File: config.mk
export PLATFORM = sky130hd
export DESIGN_NAME = base64_stream_codec
export DESIGN_NICKNAME = d
export VERILOG_FILES = /design/src/rtl/core/b64_pkg.sv /design/src/rtl/core/b64_front.sv /design/src/rtl/core/b64_queue.sv /design/src/rtl/core/b64_back.sv /design/src/rtl/core/base64_stream_codec.sv
export SDC_FILE = /design/constraint.sdc
export NUM_CORES = 1
export LEC_CHECK = 0
export BUFFER_PORTS_ARGS = -buffer_cell sky130_fd_sc_hd__buf_2
export CAP_MARGIN = 25
export CORE_AREA = 2 2 167 169
export DETAILED_ROUTE_END_ITERATION = 10
export DIE_AREA = 0 0 169 171
export GPL_ROUTABILITY_DRIVEN = 0
export PLACE_DENSITY = 0.6
export SYNTH_ARGS = -nofsm -noshare
export SYNTH_HDL_FRONTEND = slang
export SYNTH_SLANG_ARGS = --single-unit
File: constraint.sdc
create_clock -name clk -period 10.35 [get_ports clk]
set_input_delay 2.07 -clock clk [delete_from_list [all_inputs] [get_ports clk]]
set_output_delay 2.07 -clock clk [all_outputs]
set_load 0.02 [all_outputs]
File: src/rtl/core/b64_pkg.sv
// Shared types, constants and character-table functions for the Base64 stream codec.
// Used by every module under rtl/core; depends on nothing else.
`timescale 1ns / 1ps

package b64_pkg;

	// Configuration register indexes.
	localparam logic CFG_MODE        = 1'b0;
	localparam logic CFG_LINE_LENGTH = 1'b1;

	localparam logic MODE_ENCODE = 1'b0;
	localparam logic MODE_DECODE = 1'b1;

	localparam logic [7:0] CHAR_PAD        = 8'h3D;
	localparam logic [7:0] CHAR_NEWLINE    = 8'h0A;
	localparam logic [7:0] CHAR_PLUS       = 8'h2B;
	localparam logic [7:0] CHAR_SLASH      = 8'h2F;
	localparam logic [7:0] PRINTABLE_LOW   = 8'd32;
	localparam logic [7:0] PRINTABLE_HIGH  = 8'd126;

	localparam int MAX_CHARS = 4;

	typedef struct packed {
		logic [7:0] in_byte;
		logic       in_last;
	} item_t;

	typedef struct packed {
		logic [7:0] out_char;
		logic       out_valid;
		logic       out_error;
		logic       out_last;
	} result_t;

	// One accepted item after classification: the characters it produces, before
	// line breaks are inserted.
	typedef struct packed {
		logic [MAX_CHARS-1:0][7:0] chars;
		logic [2:0]                count;
		logic                      text;
		logic                      last;
		logic                      error;
	} desc_t;

	function automatic logic [7:0] sextet_to_char(input logic [5:0] s);
		logic [7:0] r;
		begin
			r = 8'd0;
			if (s < 6'd26) begin
				r = 8'h41 + {2'b00, s};
			end else if (s < 6'd52) begin
				r = 8'h61 + {2'b00, s - 6'd26};
			end else if (s < 6'd62) begin
				r = 8'h30 + {2'b00, s - 6'd52};
			end else if (s == 6'd62) begin
				r = CHAR_PLUS;
			end else begin
				r = CHAR_SLASH;
			end
			return r;
		end
	endfunction

	function automatic logic [5:0] char_to_sextet(input logic [7:0] c);
		logic [7:0] t;
		begin
			t = 8'd63;
			if (c >= 8'h41 && c <= 8'h5A) begin
				t = c - 8'h41;
			end else if (c >= 8'h61 && c <= 8'h7A) begin
				t = c - 8'h61 + 8'd26;
			end else if (c >= 8'h30 && c <= 8'h39) begin
				t = c - 8'h30 + 8'd52;
			end else if (c == CHAR_PLUS) begin
				t = 8'd62;
			end
			return t[5:0];
		end
	endfunction

endpackage

File: src/rtl/core/b64_front.sv
// Front end: accepts input bytes, packs or unpacks bits and produces at most one request per item.
// Depends on b64_pkg; feeds b64_queue.
`timescale 1ns / 1ps

module b64_front (
	input  logic            clk,
	input  logic            arst_n,
	input  logic            mode,
	input  logic            push,
	output logic            full,
	input  b64_pkg::item_t  item,
	input  logic            queue_full,
	output logic            desc_push,
	output b64_pkg::desc_t  desc
);
	import b64_pkg::*;

	logic [11:0] buffer_q;
	logic [3:0]  count_q;
	logic [1:0]  phase_q;
	logic        error_q;

	logic [11:0] buffer_n;
	logic [3:0]  count_n;
	logic [1:0]  phase_n;
	logic        error_n;
	logic        accept;

	assign full   = queue_full;
	assign accept = push && !queue_full;

	always_comb begin
		logic [3:0]  bc;
		logic [11:0] bb;
		logic [11:0] nb;
		logic [3:0]  bcn;
		logic [11:0] sh;
		logic [11:0] mask;
		logic [1:0]  pads;
		logic [2:0]  n;
		logic [7:0]  c;

		desc       = '0;
		buffer_n   = buffer_q;
		count_n    = count_q;
		phase_n    = phase_q;
		error_n    = error_q | item.in_byte[7];
		n          = 3'd0;
		bc         = 4'd0;
		bb         = 12'd0;
		nb         = 12'd0;
		bcn        = 4'd0;
		sh         = 12'd0;
		mask       = 12'd0;
		pads       = 2'd0;
		c          = 8'd0;

		if (mode == MODE_ENCODE) begin
			bc  = (count_q > 4'd4) ? 4'd4 : count_q;
			bb  = (count_q > 4'd4) ? (buffer_q & 12'h00F) : buffer_q;
			nb  = {bb[3:0], item.in_byte};
			bcn = bc + 4'd8;
			// First sextet always exists, since at least eight bits are pending.
			sh  = nb >> (bcn - 4'd6);
			desc.chars[0] = sextet_to_char(sh[5:0]);
			n   = 3'd1;
			bcn = bcn - 4'd6;
			if (bcn >= 4'd6) begin
				sh  = nb >> (bcn - 4'd6);
				desc.chars[1] = sextet_to_char(sh[5:0]);
				n   = 3'd2;
				bcn = bcn - 4'd6;
			end
			mask     = (12'd1 << bcn) - 12'd1;
			buffer_n = nb & mask;
			count_n  = bcn;
			phase_n  = (phase_q >= 2'd2) ? 2'd0 : phase_q + 2'd1;
			if (item.in_last) begin
				pads = (phase_n == 2'd1) ? 2'd2 : ((phase_n == 2'd2) ? 2'd1 : 2'd0);
				if (bcn != 4'd0) begin
					sh = buffer_n << (4'd6 - bcn);
					c  = sextet_to_char(sh[5:0]);
					if (n < 3'd4) begin
						desc.chars[n[1:0]] = c;
					end
					n = n + 3'd1;
				end
				if (pads != 2'd0) begin
					if (n < 3'd4) begin
						desc.chars[n[1:0]] = CHAR_PAD;
					end
					n = n + 3'd1;
				end
				if (pads == 2'd2) begin
					if (n < 3'd4) begin
						desc.chars[n[1:0]] = CHAR_PAD;
					end
					n = n + 3'd1;
				end
			end
			desc.text = 1'b1;
		end else if (item.in_byte != CHAR_NEWLINE && item.in_byte != CHAR_PAD) begin
			bc  = (count_q > 4'd6) ? 4'd6 : count_q;
			bb  = (count_q > 4'd6) ? (buffer_q & 12'h03F) : buffer_q;
			nb  = {bb[5:0], char_to_sextet(item.in_byte)};
			bcn = bc + 4'd6;
			if (bcn >= 4'd8) begin
				sh  = nb >> (bcn - 4'd8);
				bcn = bcn - 4'd8;
				if (sh[7:0] >= PRINTABLE_LOW && sh[7:0] <= PRINTABLE_HIGH) begin
					desc.chars[0] = sh[7:0];
					n = 3'd1;
				end
			end
			mask     = (12'd1 << bcn) - 12'd1;
			buffer_n = nb & mask;
			count_n  = bcn;
		end

		desc.count = n;
		desc.last  = item.in_last;
		desc.error = error_n;
		desc_push  = accept && (n != 3'd0 || item.in_last);
	end

	always_ff @(posedge clk or negedge arst_n) begin
		if (!arst_n) begin
			buffer_q <= '0;
			count_q  <= '0;
			phase_q  <= '0;
			error_q  <= 1'b0;
		end else if (accept) begin
			if (item.in_last) begin
				buffer_q <= '0;
				count_q  <= '0;
				phase_q  <= '0;
				error_q  <= 1'b0;
			end else begin
				buffer_q <= buffer_n;
				count_q  <= count_n;
				phase_q  <= phase_n;
				error_q  <= error_n;
			end
		end
	end

endmodule

File: src/rtl/core/b64_queue.sv
// Short request queue between the front end and the back end.
// Depends on b64_pkg for the request type.
`timescale 1ns / 1ps

module b64_queue #(
	parameter int DEPTH = 2
) (
	input  logic            clk,
	input  logic            arst_n,
	input  logic            wr_en,
	input  b64_pkg::desc_t  wr_data,
	output logic            full,
	input  logic            rd_en,
	output b64_pkg::desc_t  rd_data,
	output logic            empty
);
	import b64_pkg::*;

	localparam int PtrW = (DEPTH > 1) ? $clog2(DEPTH) : 1;
	localparam int CntW = $clog2(DEPTH + 1);

	desc_t           slots_q [DEPTH];
	logic [PtrW-1:0] wr_ptr_q;
	logic [PtrW-1:0] rd_ptr_q;
	logic [CntW-1:0] fill_q;
	logic            do_wr;
	logic            do_rd;

	assign full    = (fill_q == CntW'(DEPTH));
	assign empty   = (fill_q == '0);
	assign do_wr   = wr_en && !full;
	assign do_rd   = rd_en && !empty;
	assign rd_data = slots_q[rd_ptr_q];

	always_ff @(posedge clk) begin
		if (do_wr) begin
			slots_q[wr_ptr_q] <= wr_data;
		end
	end

	always_ff @(posedge clk or negedge arst_n) begin
		if (!arst_n) begin
			wr_ptr_q <= '0;
			rd_ptr_q <= '0;
			fill_q   <= '0;
		end else begin
			if (do_wr) begin
				wr_ptr_q <= (wr_ptr_q == PtrW'(DEPTH - 1)) ? '0 : wr_ptr_q + PtrW'(1);
			end
			if (do_rd) begin
				rd_ptr_q <= (rd_ptr_q == PtrW'(DEPTH - 1)) ? '0 : rd_ptr_q + PtrW'(1);
			end
			if (do_wr && !do_rd) begin
				fill_q <= fill_q + CntW'(1);
			end else if (do_rd && !do_wr) begin
				fill_q <= fill_q - CntW'(1);
			end
		end
	end

endmodule

File: src/rtl/core/b64_back.sv
// Back end: expands each request into results, inserts line breaks, and holds the output register.
// Depends on b64_pkg; reads requests from b64_queue.
`timescale 1ns / 1ps

module b64_back (
	input  logic              clk,
	input  logic              arst_n,
	input  logic [9:0]        line_length,
	input  logic              queue_empty,
	input  b64_pkg::desc_t    desc,
	output logic              queue_pop,
	output logic              empty,
	input  logic              pop,
	output b64_pkg::result_t  result
);
	import b64_pkg::*;

	result_t    out_q;
	logic       out_valid_q;
	logic [2:0] idx_q;
	logic       nl_pending_q;
	logic [9:0] line_q;

	result_t    res;
	logic       emit;
	logic [2:0] idx_n;
	logic       nl_pending_n;
	logic [9:0] line_n;
	logic       slot_free;

	assign empty     = !out_valid_q;
	assign result    = out_q;
	assign slot_free = !out_valid_q || pop;

	always_comb begin
		logic [10:0] next_count;
		logic        need_nl;
		logic        done;

		res          = '0;
		emit         = 1'b0;
		queue_pop    = 1'b0;
		idx_n        = idx_q;
		nl_pending_n = nl_pending_q;
		line_n       = line_q;
		next_count   = {1'b0, line_q} + 11'd1;
		need_nl      = 1'b0;
		done         = 1'b0;

		if (!queue_empty && slot_free) begin
			priority if (nl_pending_q) begin
				done          = (idx_q == desc.count);
				res.out_char  = CHAR_NEWLINE;
				res.out_valid = 1'b1;
				res.out_error = desc.error;
				res.out_last  = desc.last && done;
				emit          = 1'b1;
				nl_pending_n  = 1'b0;
			end else if (idx_q < desc.count) begin
				res.out_char  = desc.chars[idx_q[1:0]];
				res.out_valid = 1'b1;
				res.out_error = desc.error;
				emit          = 1'b1;
				if (desc.text) begin
					if (line_length == 10'd0) begin
						line_n = 10'd0;
					end else if (next_count >= {1'b0, line_length}) begin
						need_nl = 1'b1;
						line_n  = 10'd0;
					end else begin
						line_n = next_count[9:0];
					end
				end
				idx_n        = idx_q + 3'd1;
				nl_pending_n = need_nl;
				done         = (idx_n == desc.count) && !need_nl;
				res.out_last = desc.last && done;
			end else begin
				// Nothing to give for this item: the end of a message still closes with
				// an empty result.
				done = 1'b1;
				if (desc.last) begin
					res.out_error = desc.error;
					res.out_last  = 1'b1;
					emit          = 1'b1;
				end
			end
			if (done) begin
				queue_pop = 1'b1;
				idx_n     = 3'd0;
				if (desc.last) begin
					line_n = 10'd0;
				end
			end
		end
	end

	always_ff @(posedge clk) begin
		if (emit) begin
			out_q <= res;
		end
	end

	always_ff @(posedge clk or negedge arst_n) begin
		if (!arst_n) begin
			out_valid_q  <= 1'b0;
			idx_q        <= '0;
			nl_pending_q <= 1'b0;
			line_q       <= '0;
		end else begin
			if (emit) begin
				out_valid_q <= 1'b1;
			end else if (pop) begin
				out_valid_q <= 1'b0;
			end
			idx_q        <= idx_n;
			nl_pending_q <= nl_pending_n;
			line_q       <= line_n;
		end
	end

endmodule

File: src/rtl/core/base64_stream_codec.sv
// Channel    | Handshake            | Payload
// input      | push / full          | item   (in_byte, in_last)
// result     | empty / pop          | result (out_char, out_valid, out_error, out_last)
// config     | cfg_write            | cfg_index, cfg_data
//
// An item is taken in the cycle it is pushed whenever the request queue has room.
// The back end gives one result per cycle while its output register is free or popped;
// an item gives at most eight results: four characters, each followed by a line break.
// Encoding averages four characters per three bytes.
// Reset clears all control state at once; no clearing pass is needed.
// Either side may stall: the queue and the output register hold the work in between.
//
// Top level of the Base64 stream codec: configuration registers and the three parts.
// Depends on b64_pkg, b64_front, b64_queue and b64_back.
`timescale 1ns / 1ps

module base64_stream_codec #(
	parameter int QUEUE_DEPTH = 2
) (
	input  logic              clk,
	input  logic              arst_n,
	input  logic              push,
	output logic              full,
	input  b64_pkg::item_t    item,
	output logic              empty,
	input  logic              pop,
	output b64_pkg::result_t  result,
	input  logic              cfg_write,
	input  logic              cfg_index,
	input  logic [9:0]        cfg_data
);
	import b64_pkg::*;

	logic       mode_q;
	logic [9:0] line_length_q;

	logic  q_full;
	logic  q_empty;
	logic  q_push;
	logic  q_pop;
	desc_t q_wr_data;
	desc_t q_rd_data;

	always_ff @(posedge clk or negedge arst_n) begin
		if (!arst_n) begin
			mode_q        <= MODE_ENCODE;
			line_length_q <= '0;
		end else if (cfg_write) begin
			unique case (cfg_index)
				CFG_MODE:        mode_q        <= cfg_data[0];
				CFG_LINE_LENGTH: line_length_q <= cfg_data;
				default:         mode_q        <= mode_q;
			endcase
		end
	end

	b64_front u_front (
		.clk        (clk),
		.arst_n     (arst_n),
		.mode       (mode_q),
		.push       (push),
		.full       (full),
		.item       (item),
		.queue_full (q_full),
		.desc_push  (q_push),
		.desc       (q_wr_data)
	);

	b64_queue #(
		.DEPTH (QUEUE_DEPTH)
	) u_queue (
		.clk     (clk),
		.arst_n  (arst_n),
		.wr_en   (q_push),
		.wr_data (q_wr_data),
		.full    (q_full),
		.rd_en   (q_pop),
		.rd_data (q_rd_data),
		.empty   (q_empty)
	);

	b64_back u_back (
		.clk         (clk),
		.arst_n      (arst_n),
		.line_length (line_length_q),
		.queue_empty (q_empty),
		.desc        (q_rd_data),
		.queue_pop   (q_pop),
		.empty       (empty),
		.pop         (pop),
		.result      (result)
	);

endmodule
# == Word-level counts from Yosys, hierarchy flattened ==
# Memory sizes are Yosys's and may differ from the RTL's.
# Index checks and enable logic that the tools add are counted.
# word_totals
register_bits,60
ram_bits,76
inputBits,25
output_inout_bits,13
mem_count,1
# mem_list
name,depth,width,read_ports,rd_ports_with_merged_regs,wr,line_no,text
u_queue.slots_q,2,38,1,0,1,b64_queue.sv:22,desc_t slots_q [DEPTH];
# classes
add_sub_neg,38
order_cmp,34
n_eq_ne,15
n_shift,6
n_mux,122
n_bitwise,12
reduce_logical,40
# op_table
cell,n
$mux W32,11
$mux W8,23
$mux W10,7
$mux W3,18
$add A7 B6 Y8 const A,6
$and A12 B12 Y12,4
$demux W8 S2,3
$mux W4,10
$or A20 B20 Y20,2
$lt A6 B6 Y1 const B,6
$mux W12,3
$bwmux W32,1
$mux W6,5
$sub A6 B6 Y6 const B,5
$mux W1,28
$le A8 B7 Y1 const B,3
$mux W24,1
$not A12 Y12,2
$shl A1 B4 Y12 const A,2
$shr A12 B4 Y6,2
$sub A12 B1 Y12 const B,2
$add A6 B6 Y7 const A,3
$eq A6 B6 Y1 const B,3
$logic_and A1 B1 Y1,18
other kinds (53),99

# == Logic depth before layout (Yosys ltp) ==
# Gate-level depths: netlist (run 1).
# depth
word_depth,34
depth_mapped,25
ltp_nobuf,19

# == Cells and area by module ==
# From an unflattened synthesis (run 1), not the netlist that was laid out.
# hier_totals
cells_unflattened,1032
area_unflattened_um2,10074.7
# modules_own_cells
module,instances,cells_each,area_each_um2,seq_area_each_um2
b64_front,1,670,4683.2,325.3
b64_queue,1,137,2985.4,2382.3
b64_back,1,201,1989.4,705.7
base64_stream_codec,1,24,416.6,275.3

# == Worst setup path after synthesis (run 1) ==
# OpenSTA, ideal clock, no wires.
# synth_timing
kind,input to register
start,input port item[2] (netlist bit)
end,"memory u_queue.slots_q[0][0] (netlist bit), enable pin"
setup_time_ns,0.463
arrival_ns,6.584
slack_ns,3.303
path_stages,11
path_cell_list,clkbuf_1 > inv_1 > ha_1 > nor4bb_1 > nor2_1 > nand3_1 > o221ai_1 > a21o_1 > a2111oi_0 > o21ai_1 > a21boi_0
# synth_via
elab_chain_len,20
# synth_lines
element,line_no,text
"start, declared",base64_stream_codec.sv:24,"input b64_pkg::item_t item,"
"$sub A6 B6 Y6, or another cell as far along",b64_pkg.sv:73,t = c - 8'h30 + 8'd52;
"$add A6 B6 Y6, or another cell as far along",b64_pkg.sv:73,
$mux W6,b64_pkg.sv:72,end else if (c >= 8'h30 && c <= 8'h39) begin
$mux W6,b64_pkg.sv:70,end else if (c >= 8'h61 && c <= 8'h7A) begin
$mux W6,b64_pkg.sv:68,if (c >= 8'h41 && c <= 8'h5A) begin
$mux W6,b64_front.sv:102,end else if (item.in_byte != CHAR_NEWLINE && item.in_byte != CHAR_PAD) begin
$mux W6,b64_front.sv:58,if (mode == MODE_ENCODE) begin
$shr A12 B4 Y8,b64_front.sv:108,sh = nb >> (bcn - 4'd8);
[... 4 more ...],n/a,
$mux W3 *,b64_front.sv:102,
$mux W3 *,b64_front.sv:58,
$reduce_bool A3 Y1 *,b64_front.sv:123,desc_push = accept && (n != 3'd0 || item.in_last);
$logic_or A1 B1 Y1 *,b64_front.sv:123,
$logic_and A1 B1 Y1 *,b64_front.sv:123,
$logic_and A1 B1 Y1 *,b64_queue.sv:31,assign do_wr = wr_en && !full;
$mux W1 *,b64_queue.sv:36,if (do_wr) begin
$mux W1 (not written as such) *,b64_queue.sv:37,slots_q[wr_ptr_q] <= wr_data;
"end, declared",b64_queue.sv:22,
# Every way passes the cells marked *; elsewhere a longest branch is shown, timed or not. The select of a mux whose other input is x is not followed.

==> results of run 1 <==
## placed cells by master (no fill, tap or decap), drive strengths merged, types with 13 or more instances in the layout
cell	n
ha	65
clkbuf	17
xnor2	30
nand2	112
edfxtp	71
xor2	17
nor3	30
buf	45
nand3	35
inv	57
nor2	78
a211oi	14
dfrtp	43
a31oi	13
a21o	18
o21ai	61
nand2b	27
a21oi	65
mux2i	32
mux2	17
## kinds of logic (layout without fill, tap and decap cells)
family	Yosys count	after routing
compound gates	291	291
xor+xnor	47	47
fa+ha+maj	66	66
buf+inv	118	134
flops	114	114
mux	61	61
simple gates	381	381
## path summary, 6_finish.rpt
kind / end / depth (start not counted) / startpoint
worst max-delay path: u_queue.slots_q[0][19]$_DFFE_PP_ / 19 / u_front.count_q[1]$_DFFE_PN0P_
worst min-delay path: u_front.error_q$_DFFE_PN0P_ / 2 / u_front.error_q$_DFFE_PN0P_
worst max register to register: u_queue.slots_q[0][19]$_DFFE_PP_ / 19 / u_front.count_q[1]$_DFFE_PN0P_
worst min register to register: u_front.error_q$_DFFE_PN0P_ / 2 / u_front.error_q$_DFFE_PN0P_
max in group asynchronous: mode_q$_DFFE_PN0P_ / 2 / arst_n
min in group asynchronous: line_length_q[1]$_DFFE_PN0P_ / 1 / arst_n
## worst max-delay path, stage by stage, from the launching register on
cell	delay, ns
sky130_fd_sc_hd__dfrtp_1	0.58
sky130_fd_sc_hd__or3b_1	0.73
sky130_fd_sc_hd__clkinv_1	0.73
sky130_fd_sc_hd__ha_1	0.69
sky130_fd_sc_hd__nor2b_1	0.84
sky130_fd_sc_hd__mux2i_4	0.30
sky130_fd_sc_hd__nand3_1	0.19
sky130_fd_sc_hd__ha_1	0.28
sky130_fd_sc_hd__o31a_1	0.17
sky130_fd_sc_hd__o21ai_0	0.11
sky130_fd_sc_hd__or3_1	0.33
sky130_fd_sc_hd__a21oi_1	0.37
sky130_fd_sc_hd__inv_1	0.21
sky130_fd_sc_hd__ha_1	0.23
sky130_fd_sc_hd__a31oi_1	0.18
sky130_fd_sc_hd__nor3_1	0.10
sky130_fd_sc_hd__or2_2	0.39
sky130_fd_sc_hd__and2_4	0.17
sky130_fd_sc_hd__a221oi_1	0.30
sky130_fd_sc_hd__o21ai_0	0.19
## final cells by class
type | count | area, um2
inverters | 57 | 214
fillers | 2730 | 16600
clock buffers | 17 | 425
clock inverters | 15 | 184
repair buffers | 45 | 255
multi-input cells | 846 | 5960
flip-flops and latches | 114 | 3210
well taps | 346 | 433
## stage by stage
stage / utilization (%) / setup WS, ns / area (um2)
global route: 39.1 / 2.50 / 10700
finish: 39.1 / 2.96 / 10700
global placement: 36.8 / 3.39 / 10000
CTS: 39.0 / 3.18 / 10700
floorplan: - / 3.30 / 9630
detailed placement: 36.8 / 3.24 / 10000
## metal layers
layer  part of all wire, %  track usage, %
met5                     0               0
met4                   2.6            5.72
met3                   6.4            3.54
met2                    46            29.8
met1                    45            25.7
## flip-flops by register name, summed over array words and instances, names as in the netlist
signal               count
u_back.nl_pending_q      1
u_queue.wr_ptr_q         1
u_back.out_valid_q       1
u_queue.fill_q           2
u_back.line_q           10
u_front.buffer_q         6
u_front.phase_q          2
line_length_q           10
u_back.result           11
u_front.error_q          1
u_queue.slots_q         60
mode_q                   1
u_front.count_q          4
u_queue.rd_ptr_q         1
u_back.idx_q             3
==> flow_summary.toml, run 1 <==
[synth]
synth_top_cell_by_area = "sky130_fd_sc_hd__edfxtp_1"
syn-instance-count = 1078
synth_top_flop_cell = "sky130_fd_sc_hd__edfxtp_1"
synth_fa_ha_area_share_pct = 8.65
yosys_top_cell_area_share_pct = 22.1
synth_top_family_by_area = "compound AO/OA/AOI/OAI gates"
post_synth_xor_area_fraction_pct = 4.35
yosysWarnings = 0
ys_async_sr_fraction_pct = 37.7
number_of_synthesized_flops_with_an_enable_pin = 71
mean_instance_size_in_the_synthesized_netlist_um2 = 8.94
synthMuxAreaShare_pct = 8.25
synth_commonest_cells = "sky130_fd_sc_hd__nand2_1 (112), sky130_fd_sc_hd__nor2_1 (76), sky130_fd_sc_hd__edfxtp_1 (71)"
synth.ff_latch_count = 114
synth-compound-area-share_pct = 20.6
synth.distinct_cells = 86
synth_simple_gate_area_share_pct = 19.8
synth.area.top_cells = "sky130_fd_sc_hd__edfxtp_1 (22%), sky130_fd_sc_hd__dfrtp_1 (11%), sky130_fd_sc_hd__ha_1 (8.4%)"
synth_seq_area_share_pct = 33.3
yosysMostFrequentCell = "sky130_fd_sc_hd__nand2_1"
synth_fp_nets = 1169
post_synth_instance_area_um2 = 9630

[detailed_routing]
route.detailed.wl_per_inst_um = 18.5
drt_wl_total_mm = 26.7
first_pass_iters = 5
via_density_per_instance = 5.81
detailroute.via_count = 8360
ant_nets = 0
detail_route.iter0.violations = 934
drc_violation_count_after_routing = 0

[cts]
cts-root-buf = "sky130_fd_sc_hd__clkbuf_16"
tritoncts = "yes"
cts.hold.buffers_added = 0
cts_max_level = 4
clock-sinks = 114
clk-insertion-delay-late_ns = 0.42
post-cts-setup-buffer-count = 0
postCtsResizedCells = 0
cts_buffers = 17
cts.reportedPaths.clkPinSlew_ns = 0.06
cts.path.max_buffers = 2

[die]
fp.dieW_um = 169
boundaryPins = 38
rows = 61
initial_utilization_pct = 35.3
vert_die_dim_um = 171
design.core.area_um2 = 27300
die_area_um2 = 28900

[grt]
global_route_wire_length_before_repair_mm = 42.9
grt_start_max_net_pins = 44
grt.overflow.total = 0
grt_pass1_vias = 7791
grt_antenna_before_repair = 0
grtUsageTotal_pct = 18.7

[critical_path]
r2r_slack_ns = 2.96
crit_path_end_kind = "register"
worst_ep_arrival_time_ns = 7.53
worst_ep_required_ns = 10.49
critPathMaxFanout = 20
worstSetupPathType = "register to register"
crit_path_launch_type = "register"

[sta]
worst_slew_pin_slew_ns = 1.04
fin_skew_ns = 0.00809
finalMaxSlewViolations = 0
setup_tns_ns = 0
finalCriticalPeriod_ns = 7.39
slew_headroom_pct = 30.0
setup_repair_after_global_routing_missed_its_margin = "false"
timing_hold_violations_final = 0
setup_viol = 0
max_freq_mhz = 135
layout_worst_path_cycle_share_pct = 71.4
worst_hold_slack_ns = 0.476

[finish]
insertedDiodeCount = 0
flow.area_growth_from_synthesis_pct = 10.8
final-instance-count-excl-fill = 1440
fin_nets = 1172
share_of_post_route_cells_with_drive_strength_above_1_pct = 12.6

[placement]
place_hpwl_mm = 19.8
buffer_ports.inserted = 37
post-place-cells = 1407

[worst_hold_path]
worstHoldPathType = "register to register"

[job]
maxCapViolations = 0

[run_status]
status = "finished, final reports clean"
Power of run 1 is not shown: default switching activity piles up to over one toggle a cycle in this logic, so the estimate is an artifact.
==> run 2, diff against run 1 <==
==> constraint.sdc (replaced) <==
create_clock -name clk -period 7.1 [get_ports clk]
set_input_delay 1.42 -clock clk [delete_from_list [all_inputs] [get_ports clk]]
set_output_delay 1.42 -clock clk [all_outputs]
set_load 0.02 [all_outputs]
==> flow_summary.toml, run 2 (same netlist as run 1, synthesis figures left out) <==
[critical_path]
worstSetupPathType = "register to register"
critPathMaxFanout = 17
crit_path_start = "u_front.count_q[3]$_DFFE_PN0P_"
worst_ep_arrival_time_ns = 6.44
crit_chain = "or3b_1, clkinv_1, ha_1, nor2b_1, mux2i_4, nand3_1, ha_1, nor4_1, o21ai_0, or3_1, a21oi_1, inv_1, ha_1, nor4b_1, xnor2_1, xnor2_1, a221oi_1, o21ai_0"
worst_path_dominant_cell_family = "simple AND/OR/NAND/NOR gates"
crit-reg2reg-launch = "u_front.count_q[3]$_DFFE_PN0P_"
critical-path-max-stage-delay_ns = 0.75
cp_slowest_cell = "sky130_fd_sc_hd__or3b_1"
crit_path_launch_type = "register"
worst_ep_required_ns = 7.23
crit_path_end_kind = "register"
critical-path-top-cell-by-count = "sky130_fd_sc_hd__ha_1"
cp.buffers_inverters = 2

[sta]
fin_skew_ns = 0.0147
finalCriticalPeriod_ns = 6.31
slew_headroom_pct = 33.5
max_freq_mhz = 158
finalMaxSlewViolations = 0
layout_worst_path_cycle_share_pct = 88.9
timing_hold_violations_final = 0
worst_slew_pin_slew_ns = 0.989
setup_repair_after_global_routing_missed_its_margin = "false"
setup_viol = 0
setup_tns_ns = 0

[die]
vert_die_dim_um = 171
boundaryPins = 38
initial_utilization_pct = 35.3
die_area_um2 = 28900
design.core.area_um2 = 27300
fp.dieW_um = 169
rows = 61

[detailed_routing]
route.detailed.wl_per_inst_um = 18.4
via_density_per_instance = 5.79
detailroute.via_count = 8382
detail_route.iter0.violations = 788
drc_violation_count_after_routing = 0
first_pass_iters = 5
drt_wl_total_mm = 26.6
ant_nets = 0

[placement]
place_hpwl_mm = 19.8
post-place-cells = 1416
dpl_cell_area_um2 = 10100
buffer_ports.inserted = 37

[finish]
mostFrequentLayoutCells = "sky130_fd_sc_hd__nand2_1 (112), sky130_fd_sc_hd__nor2_1 (76), sky130_fd_sc_hd__edfxtp_1 (71)"
flow.area_growth_from_synthesis_pct = 10.9
max_ffs_per_register = 60
final_core_utilization_pct = 39.1
share_of_post_route_cells_with_drive_strength_above_1_pct = 12.9
mostFrequentLayoutCell = "sky130_fd_sc_hd__nand2_1"
final-instance-count-excl-fill = 1448
fin_area_um2 = 10700
fin_nets = 1181
max_flop_register = "u_queue.slots_q"
insertedDiodeCount = 0

[worst_hold_path]
worstHoldPathType = "register to register"
hp-start = "u_front.error_q$_DFFE_PN0P_"

[grt]
grt.overflow.total = 0
global_route_wire_length_before_repair_mm = 42.2
grt_start_max_net_pins = 44
grt_pass1_vias = 7811
grtUsageTotal_pct = 18.4
grt_antenna_before_repair = 0

[cts]
cts_max_level = 4
cts.path.max_buffers = 2
postCtsResizedCells = 0
cts.hold.buffers_added = 0
cts.reportedPaths.clkPinSlew_ns = 0.06
clock-sinks = 114
tritoncts = "yes"
cts-root-buf = "sky130_fd_sc_hd__clkbuf_16"
clk-insertion-delay-late_ns = 0.42
cts_buffers = 17
post-cts-setup-buffer-count = 0

[run_status]
status = "finished, final reports clean"

[job]
maxCapViolations = 0
## run 2: cell count changes in the layout (fill, tap and decap cells not counted)
cell,before,now
sky130_fd_sc_hd__buf_4,6,15
sky130_fd_sc_hd__bufinv_16,3,2
sky130_fd_sc_hd__clkbuf_1,0,2
sky130_fd_sc_hd__clkinv_1,4,6
sky130_fd_sc_hd__clkinv_2,1,3
sky130_fd_sc_hd__clkinv_4,5,1
sky130_fd_sc_hd__clkinvlp_4,2,3
sky130_fd_sc_hd__inv_6,3,0
## run 2: final timing paths
kind / cells past startpoint / slack, ns / to
setup / recovery: 18 / 0.79 / u_queue.slots_q[1][19]$_DFFE_PP_
hold / removal: 2 / 0.48 / u_front.error_q$_DFFE_PN0P_
setup reg to reg: 18 / 0.79 / u_queue.slots_q[1][19]$_DFFE_PP_
hold reg to reg: 2 / 0.48 / u_front.error_q$_DFFE_PN0P_
max in group asynchronous: 2 / 5.69 / u_front.error_q$_DFFE_PN0P_
min in group asynchronous: 1 / 0.92 / line_length_q[2]$_DFFE_PN0P_
## run 2: routing by layer
metal	global-route usage [%]	up-vias	routed length (um)
met5	0	-	0
met4	7.51	0	821
met3	2.57	61	1610
met2	30.0	344	12200
met1	24.6	3955	12000
li1	-	4022	-
## run 2: through the flow
stage / setup slack (ns) / hold slack, ns
5_1_grt: 0.364 / 0.526
4_1_cts: 0.898 / 0.478
2_1_floorplan: 0.703 / 0.450
3_5_place_dp: 0.936 / 0.467
6_report: 0.789 / 0.475
3_3_place_gp: 1.17 / 0.462
## run 2: worst register-to-register path, cell delays in order, from the launching register on
cell and delay (ns):
sky130_fd_sc_hd__dfrtp_1 0.52, sky130_fd_sc_hd__or3b_1 0.75, sky130_fd_sc_hd__clkinv_1 0.16, sky130_fd_sc_hd__ha_1 0.60, sky130_fd_sc_hd__nor2b_1 0.19, sky130_fd_sc_hd__mux2i_4 0.38
sky130_fd_sc_hd__nand3_1 0.14, sky130_fd_sc_hd__ha_1 0.29, sky130_fd_sc_hd__nor4_1 0.27, sky130_fd_sc_hd__o21ai_0 0.18, sky130_fd_sc_hd__or3_1 0.36, sky130_fd_sc_hd__a21oi_1 0.36
sky130_fd_sc_hd__inv_1 0.21, sky130_fd_sc_hd__ha_1 0.27, sky130_fd_sc_hd__nor4b_1 0.43, sky130_fd_sc_hd__xnor2_1 0.24, sky130_fd_sc_hd__xnor2_1 0.12, sky130_fd_sc_hd__a221oi_1 0.37
sky130_fd_sc_hd__o21ai_0 0.19
## run 2: layout make-up
type	instances	area, um2
Timing Repair Buffer	54	323
Inverter	57	214
Clock inverter	12	118
Fill cell	2744	16600
Multi-Input combinational cell	846	5960
Clock buffer	19	433
Tap cell	346	433
Sequential cell	114	3210
Power of run 2 is left out for the same reason.
==> run 3, diff against run 2 <==
--- a/config.mk
+++ b/config.mk
@@ -7,11 +7,13 @@
 export LEC_CHECK = 0
 export BUFFER_PORTS_ARGS = -buffer_cell sky130_fd_sc_hd__buf_2
 export CAP_MARGIN = 25
+export CELL_PAD_IN_SITES_DETAIL_PLACEMENT = 1
+export CELL_PAD_IN_SITES_GLOBAL_PLACEMENT = 2
 export CORE_AREA = 2 2 167 169
 export DETAILED_ROUTE_END_ITERATION = 10
 export DIE_AREA = 0 0 169 171
 export GPL_ROUTABILITY_DRIVEN = 0
-export PLACE_DENSITY = 0.6
+export PLACE_DENSITY = 0.85
 export SYNTH_ARGS = -nofsm -noshare
 export SYNTH_HDL_FRONTEND = slang
 export SYNTH_SLANG_ARGS = --single-unit
==> constraint.sdc (replaced) <==
create_clock -name clk -period 5.45 [get_ports clk]
set_input_delay 1.09 -clock clk [delete_from_list [all_inputs] [get_ports clk]]
set_output_delay 1.09 -clock clk [all_outputs]
set_load 0.02 [all_outputs]
==> flow_summary.toml, run 3 (same netlist as run 1, synthesis figures left out) <==
[die]
initial_utilization_pct = 35.3
rows = 61
vert_die_dim_um = 171
boundaryPins = 38
design.core.area_um2 = 27300
fp.dieW_um = 169
die_area_um2 = 28900

[critical_path]
crit_path_start = "u_front.count_q[3]$_DFFE_PN0P_"
crit-reg2reg-launch = "u_front.count_q[3]$_DFFE_PN0P_"
critPathMaxFanout = 15
worst_ep_required_ns = 5.58
crit_path_launch_type = "register"
crit_path_end_kind = "register"
worst_ep_arrival_time_ns = 5.40
worstSetupPathType = "register to register"

[sta]
worst_slew_pin_slew_ns = 0.938
layout_worst_path_cycle_share_pct = 96.7
setup_viol = 0
finalMaxSlewViolations = 0
finalCriticalPeriod_ns = 5.27
max_freq_mhz = 190
fin_skew_ns = 0.0146
worst_hold_slack_ns = 0.491
timing_hold_violations_final = 0
slew_headroom_pct = 35.9

[finish]
insertedDiodeCount = 0
mostFrequentLayoutCell = "sky130_fd_sc_hd__nand2_1"
share_of_post_route_cells_with_drive_strength_above_1_pct = 15.9
flow.area_growth_from_synthesis_pct = 14.1
mostFrequentLayoutCells = "sky130_fd_sc_hd__nand2_1 (112), sky130_fd_sc_hd__nor2_1 (76), sky130_fd_sc_hd__edfxtp_1 (71)"
max_flop_register = "u_queue.slots_q"
fin_nets = 1205
nFillCells = 3156
max_ffs_per_register = 60

[placement]
place_hpwl_mm = 23.2
buffer_ports.inserted = 37

[cts]
tritoncts = "yes"
cts_max_level = 4
clock-sinks = 114
cts.path.max_buffers = 2
cts_buffers = 17
postCtsResizedCells = 0
clk-insertion-delay-late_ns = 0.42
cts.hold.buffers_added = 0
cts-root-buf = "sky130_fd_sc_hd__clkbuf_16"
post-cts-setup-buffer-count = 0
cts.reportedPaths.clkPinSlew_ns = 0.06

[grt]
grtUsageTotal_pct = 21.8
grt_pass1_vias = 8833
grt_start_max_net_pins = 44
grt_antenna_before_repair = 0
grt.overflow.total = 0
global_route_wire_length_before_repair_mm = 49.7

[detailed_routing]
drt_wl_total_mm = 31.0
first_pass_iters = 5
via_density_per_instance = 5.86
detail_route.iter0.violations = 628
ant_nets = 0
route.detailed.wl_per_inst_um = 21.0
drc_violation_count_after_routing = 0
detailroute.via_count = 8633

[job]
maxCapViolations = 0

[worst_hold_path]
hp-start = "u_front.error_q$_DFFE_PN0P_"
worstHoldPathType = "register to register"

[run_status]
status = "finished, final reports clean"
## run 3: changes by cell type in the layout (fill, tap and decap cells not counted), moves of 2 or more
cell                         previous run  this run
sky130_fd_sc_hd__clkinv_4               1         5
sky130_fd_sc_hd__nor4b_1                5         3
sky130_fd_sc_hd__buf_12                 1         3
sky130_fd_sc_hd__nor4b_2                0         2
sky130_fd_sc_hd__clkbuf_1               2         0
sky130_fd_sc_hd__clkinv_1               6         3
sky130_fd_sc_hd__inv_6                  0         4
sky130_fd_sc_hd__inv_8                  0         2
sky130_fd_sc_hd__buf_4                 15        38
sky130_fd_sc_hd__clkinvlp_4             3         1
sky130_fd_sc_hd__clkinv_2               3         1
## run 3: area by class of cell
| type | instances | area, um2 | area share [%] |
|---|---|---|---|
| clock buffer | 17 | 425 | 3.87 |
| clock inverter | 15 | 174 | 1.58 |
| sequential | 114 | 3210 | 29.2 |
| timing repair buffer | 78 | 531 | 4.83 |
| inverter | 57 | 214 | 1.95 |
| multi-input combinational | 846 | 6000 | 54.6 |
| tap | 346 | 433 | 3.94 |
## run 3: routing by layer
| layer | GRT usage [%] | routed length [um] | vias to the layer above | part of all wire (%) |
|---|---|---|---|---|
| met5 | 0 | 0 | - | 0 |
| met4 | 7.51 | 940 | 0 | 3.0 |
| met3 | 3.40 | 1380 | 51 | 4.4 |
| met2 | 35.9 | 14500 | 246 | 47 |
| met1 | 29.2 | 14200 | 4259 | 46 |
| li1 | - | - | 4077 | - |
## run 3: final timing paths
kind	endpoint	slack, ns	cells past startpoint
worst min-delay path	u_front.error_q$_DFFE_PN0P_	0.49	2
worst max-delay path	u_queue.slots_q[1][11]$_DFFE_PP_	0.18	17
worst max register to register	u_queue.slots_q[1][11]$_DFFE_PP_	0.18	17
worst min register to register	u_front.error_q$_DFFE_PN0P_	0.49	2
min in group asynchronous	line_length_q[8]$_DFFE_PN0P_	0.52	1
max in group asynchronous	u_front.phase_q[0]$_DFFE_PN0P_	4.47	2
## run 3: per-stage QoR
stage | worst slack, ns | TNS (ns) | area, um2 | std cells | utilization [%]
floorplan | 0.0591 | 0 | 9640 | 1078 | -
global placement | 0.251 | 0 | 10300 | 1440 | 37.8
detailed placement | 0.0722 | 0 | 10300 | 1440 | 37.8
CTS | 0.0364 | 0 | 10900 | 1472 | 40.0
global route | -0.0810 | -0.253 | 11000 | 1473 | 40.2
finish | 0.180 | 0 | 11000 | 1473 | 40.2
## run 3: critical path, stage by stage, from the launching register on
cell and delay (ns):
sky130_fd_sc_hd__dfrtp_1 0.38, sky130_fd_sc_hd__or3b_1 0.45, sky130_fd_sc_hd__buf_4 0.20, sky130_fd_sc_hd__ha_1 0.31
sky130_fd_sc_hd__buf_4 0.20, sky130_fd_sc_hd__or2_2 0.37, sky130_fd_sc_hd__a2111o_1 0.36, sky130_fd_sc_hd__nand3_1 0.29
sky130_fd_sc_hd__inv_1 0.19, sky130_fd_sc_hd__ha_1 0.26, sky130_fd_sc_hd__nor4b_1 0.16, sky130_fd_sc_hd__nor4b_2 0.29
sky130_fd_sc_hd__buf_4 0.19, sky130_fd_sc_hd__xor2_1 0.30, sky130_fd_sc_hd__nand4_1 0.20, sky130_fd_sc_hd__xnor2_1 0.19
sky130_fd_sc_hd__a2111oi_1 0.43, sky130_fd_sc_hd__o32ai_1 0.22
Power of run 3 is left out for the same reason.
